===== config.mk =====
export PLATFORM = sky130hd
export DESIGN_NAME = bnms_ctrl
export DESIGN_NICKNAME = d
export VERILOG_FILES = /design/src/sv/bnms_pkg.sv /design/src/sv/bnms_ctrl.sv
export SDC_FILE = /design/constraint.sdc
export NUM_CORES = 1
export LEC_CHECK = 0
export ABC_AREA = 0
export BUFFER_PORTS_ARGS = -buffer_cell sky130_fd_sc_hd__buf_2
export CAP_MARGIN = 20
export CORE_AREA = 4 4 41 43
export CTS_BUF_LIST = sky130_fd_sc_hd__clkbuf_4
export CTS_CLUSTER_DIAMETER = 200
export DETAILED_ROUTE_END_ITERATION = 8
export DIE_AREA = 0 0 45 47
export PLACE_DENSITY = 0.39
export SYNTH_ARGS = -nofsm -noshare
export SYNTH_HDL_FRONTEND = slang
export SYNTH_SLANG_ARGS = --single-unit

===== constraint.sdc =====
create_clock -name clock -period 1.04 [get_ports clock]
set_input_delay 0.104 -clock clock [delete_from_list [all_inputs] [get_ports clock]]
set_output_delay 0.104 -clock clock [all_outputs]
set_load 0.01 [all_outputs]

===== src/sv/bnms_pkg.sv =====
package bnms_pkg;

   localparam int MaxBoxes = 64;
   localparam int IdxW = $clog2(MaxBoxes);
   localparam int CntW = $clog2(MaxBoxes + 1);

   localparam logic [7:0] ThresholdReset = 8'd128;

   typedef enum logic [0:0] {
      CSR_THRESHOLD = 1'b0,
      CSR_UNION = 1'b1
   } csr_index_type;

   typedef struct packed {
      logic scan_clear;
      logic scan_step;
      logic sup_start;
      logic sup_step;
      logic emit;
      logic finish;
   } bnms_cmd_type;

   typedef struct packed {
      logic any_live;
      logic scan_last;
      logic sup_last;
   } bnms_status_type;

endpackage


===== src/sv/bnms_ctrl.sv =====
module bnms_ctrl
   import bnms_pkg::*;
(
   input  logic            clock,
   input  logic            reset,
   input  logic            go,
   input  bnms_status_type status,
   output bnms_cmd_type    cmd,
   output logic            busy
);

   typedef enum logic [2:0] {
      S_IDLE, S_SCAN_START, S_SCAN, S_SUP_START, S_SUP, S_EMIT
   } state_type;

   state_type state_ff, state_in;

   always_comb begin
      state_in = state_ff;
      cmd = '0;
      case (state_ff)
         S_IDLE: begin
            if (go) state_in = S_SCAN_START;
         end
         S_SCAN_START: begin
            if (!status.any_live) begin
               cmd.finish = 1'b1;
               state_in = S_IDLE;
            end else begin
               cmd.scan_clear = 1'b1;
               state_in = S_SCAN;
            end
         end
         S_SCAN: begin
            cmd.scan_step = 1'b1;
            if (status.scan_last) state_in = S_SUP_START;
         end
         S_SUP_START: begin
            cmd.sup_start = 1'b1;
            state_in = S_SUP;
         end
         S_SUP: begin
            cmd.sup_step = 1'b1;
            if (status.sup_last) state_in = S_EMIT;
         end
         S_EMIT: begin
            cmd.emit = 1'b1;
            state_in = S_SCAN_START;
         end
         default: state_in = S_IDLE;
      endcase
   end

   always_ff @(posedge clock) begin
      if (reset) begin
         state_ff <= S_IDLE;
      end else begin
         state_ff <= state_in;
      end
   end

   assign busy = (state_ff != S_IDLE);

   a_emit_after_sup: assert property (@(posedge clock) disable iff (reset)
      cmd.emit |-> $past(state_ff) == S_SUP)
      else $error("emit without suppression pass");
   a_go_idle: assert property (@(posedge clock) disable iff (reset)
      (state_ff == S_IDLE && go) |=> state_ff == S_SCAN_START)
      else $error("go not taken");
   a_finish_idle: assert property (@(posedge clock) disable iff (reset)
      cmd.finish |=> !busy)
      else $error("finish did not return idle");

endmodule


**Yosys cells after proc, flatten, opt, wreduce, memory -nomap -nowiden**

Cells that the tools add are included.
W data, S select, Z words.

- Equal/unequal tests: 8
- Mux-type cells: 13
- Reductions and logical operators: 3

Operators with widths:

| operator | count |
|---|---|
| $pmux W3 S6 | 1 |
| $mux W3 | 3 |
| $mux W1 | 8 |
| $eq A3 B2 Y1 const B | 2 |
| $eq A3 B3 Y1 const B | 2 |
| $ne A2 B2 Y1 const B | 3 |
| $eq A3 B1 Y1 const B | 1 |
| $logic_not A3 Y1 | 1 |
| $reduce_and A3 Y1 | 1 |
| $reduce_bool A3 Y1 | 1 |
| $mux W2 | 1 |

- Register bits: 3
- Input bits: 6
- Output and inout port bits: 7
- Word-level logic and storage cells: 25

**Longest topological paths before layout**

- Word-level depth: 3
- Depth in mapped cells: 4
- Gate-level depth less buffers: 3

**Worst setup path before layout**

OpenSTA, ideal clock, no wires.

- Path type: reg-to-reg
- From: register state_ff[0]
- To: register state_ff[2]
- Data arrival time: 0.946 ns
- Path slack: 0.029 ns
- Stages on the path, launching flop included: 5
- Path buffers: 1
- Path through: dfxtp_1 -> buf_6 -> nor3b_1 -> nor2_1 -> nor2_1

- Word-level cells in the longest chain between the ends: 3

RTL lines:

| what | line | source |
|---|---|---|
| start, declared | bnms_ctrl.sv:16 | `state_type state_ff, state_in;` |
| start signal, assigned | bnms_ctrl.sv:58 | `state_ff <= state_in;` |
| $eq A3 B2 Y1 (tied with other cells) | bnms_ctrl.sv:21 | `case (state_ff)` |
| $ne A2 B2 Y1 (no source line) | -- |  |
| $reduce_and A3 Y1 (no source line) | -- |  |

Parallel ways exist; a longest one is shown, timed or not.
A chain may end at the register's enable or synchronous reset.

**Final worst setup path**

- From: register state_ff[1]
- To: output port busy

- Word-level cells in the longest chain between the ends: 1

RTL lines:

| what | line | source |
|---|---|---|
| $reduce_bool A3 Y1 | bnms_ctrl.sv:62 | `assign busy = (state_ff != S_IDLE);` |
| end, declared | bnms_ctrl.sv:9 | `output logic busy` |

Every way passes these cells.

==> run metrics <==
library cells used by synthesis=16; yosys warns=0; most flop-heavy register=state_ff; WHS=roughly 0.08 ns; core box area=roughly 1300 um2; layout cell share with drive strength beyond 1=0.651; Port Buffer Count=12; worst min path class=in -> reg; post-synth top area share=0.287; global-route wire length before repair=~1100 um; Initial Utilization=0.161; Layout Nets=50; CTS root buffer=clkbuf_4; pwr/cell area=between 1000 and 1500 nW/um2; Reg2Reg Depth=4; CTS tree=done; LEAKAGE=between 0.15 and 0.2 nW; Final Wtd Congestion=about 0.73; Yosys reg bits=3; antenna violations before repair=0; Max Cap Violations=0; clock sink count=3; first-pass iteration count of the detailed router=2; GR Util All Layers=0.0735; Final min period=1.20 ns; Worst Hold Depth=2; Critical Path Source Type=register; DRT Wirelength=around 660 um; Worst Path Required=about 0.94 ns; WL per Instance=11.3 um; max reg flops=3; highest-delay cell along the critical path=dfxtp_4; worst slew pin tran=~0.25 ns; buffers and inverters on the worst path=1; Synth Cell Area=about 210 um2; Worst Setup End Kind=primary output; pin count of the biggest net entering global routing=12; remaining antenna violation count after routing=0; Post-Syn Area per Cell=9.08 um2; outcome=complete, but fails checks; area grow syn2layout=77.2%; Mapped Cells=23; leading post-synthesis cells by cell area=dfxtp_1, buf_6, nand2b_1; # rows=13; VDD IR max=roughly 0.38 mV; highest clock rate=about 0.83 GHz; Worst-Skew Late Latency=0.23 ns; Clock Tree Buf Depth=2; end of the critical path=busy; Regs by FF count=state_ff (3); Slew Limit Fails=0; Crit path max-delay family=flip-flops; die width=approximately 45 um; Ports=13; Initial DRC Count=8; die area=2120 um2; routed vias=between 200 and 250; Post-CTS Hold Buffers=0; DR vias/cell=4.21; syn_nets=29; Setup-failing EPs final=9; EDFF count, synth=0; Yosys top cell by area=dfxtp_1; final hold vios=0; Num CTS Buffers=3; Tcrit/Tclk final=1.15; crit-path max FO=6; failing checks=setup timing; final worst slack=-0.160 ns; cell-by-cell trace of the critical path=or3_1 -> buf_2; Worst slew margin=0.829; Commonest cells post-synth=dfxtp_1, nor2_1, buf_6, nand2b_1, o21ai_1; placed cells=48; Post-synth top flop=dfxtp_1; WP data arrival=around 1.1 ns; GRT overflow=0; CTS H-tree lvls=1; R2R Path End=state_ff[0]$_SDFFE_PP0P_; setup repair after global routing missed its margin=true; Die Ht=47 um; vias in the first global route=262; crit path kind=reg -> out; DRC viols=0; post-synthesis sequential area ratio=0.287; setup slack, reg-to-reg=-0.09 ns; Critical path origin=state_ff[1]$_SDFFE_PP0P_; Crit Reg-Reg Startpoint=state_ff[1]$_SDFFE_PP0P_; Layout Cells excl Fill=58; async set or reset register ratio after synthesis=0; n_diodes=0; clock-pin transition on the worst setup and hold timing paths=about 0.040 ns; Final Skew=0.00327 ns; Critical Path Max Stage Delay=~0.36 ns; WP depth=2
[metal layers]
layer | vias up | wire (um) | GRT usage | share of wire
met1 | 110 | 291 | 0.0795 | 0.44
met4 | 0 | 17 | 0.0702 | 0.026
met5 | - | 0 | 0 | 0
met3 | 2 | 22 | 0.0268 | 0.033
li1 | 124 | - | - | -
met2 | 8 | 326 | 0.110 | 0.50
[through the flow]
stage	power, W	TNS [ns]	setup slack [ns]	cell area, um2	util
floorplan	0.000179	0	0.0291	209	-
global placement	0.000199	0	0.0123	265	0.204
detailed placement	0.000201	0	0.00160	265	0.204
CTS	0.000452	-0.985	-0.167	349	0.268
global route	0.000481	-1.39	-0.199	370	0.285
finish	0.000452	-0.998	-0.160	370	0.285
[cell families (layout without fill, tap and decap cells)]
kind of cell / count (synthesis) / count (layout) / share of synthesized area
compound gates: 4 / 4 / 0.132
buf+inv: 3 / 23 / 0.126
flops: 3 / 3 / 0.287
simple gates: 13 / 13 / 0.455
[cell usage in the layout, fill, tap and decap left out, types with 2 or more instances in the layout]
cell type  Yosys  final
buf_2          0     11
nor2_1         3      3
nand2b_1       2      2
dfxtp_4        0      3
buf_4          0      6
o21ai_1        2      2
clkbuf_4       0      4
[repair_timing]
item | 4_1_cts | 5_1_grt
resized for setup | 10 | 1
endpoints found under the setup margin | 7 | 9
endpoints found under the hold margin | 0 | 0
pin swaps | 1 | 0
setup buffers | 4 | 2
[area by class of cell]
| class | count | area (um2) |
|---|---|---|
| tap | 15 | 18.8 |
| multi-input combinational | 17 | 135 |
| timing repair buffer | 18 | 111 |
| sequential | 3 | 71.3 |
| clock buffer | 4 | 30.0 |
| inverter | 1 | 3.75 |
| fill | 154 | 931 |
[worst register-to-register path, delay by kind of cell, from the launching register on]
family | cells | cell delay, ns
buf+inv | 2 | 0.28
compound gates | 1 | 0.24
simple gates | 1 | 0.15
flops | 1 | 0.36
[worst min-delay path by stage]
| stage | to | startpoint |
|---|---|---|
| 2_1_floorplan | state_ff[2]$_SDFFE_PP0P_ | reset |
| 3_3_place_gp | state_ff[2]$_SDFFE_PP0P_ | reset |
| 3_5_place_dp | state_ff[2]$_SDFFE_PP0P_ | reset |
| 4_1_cts | state_ff[2]$_SDFFE_PP0P_ | reset |
| 5_1_grt | state_ff[2]$_SDFFE_PP0P_ | reset |
| 6_report | state_ff[1]$_SDFFE_PP0P_ | reset |
[where the power goes]
| group | switching [W] | internal (W) | total (W) |
|---|---|---|---|
| clock network | 0.0000634 | 0.000170 | 0.000233 |
| registers | 0.0000137 | 0.000120 | 0.000133 |
| logic | 0.0000348 | 0.0000508 | 0.0000856 |
(Power assumes the default switching activity.)
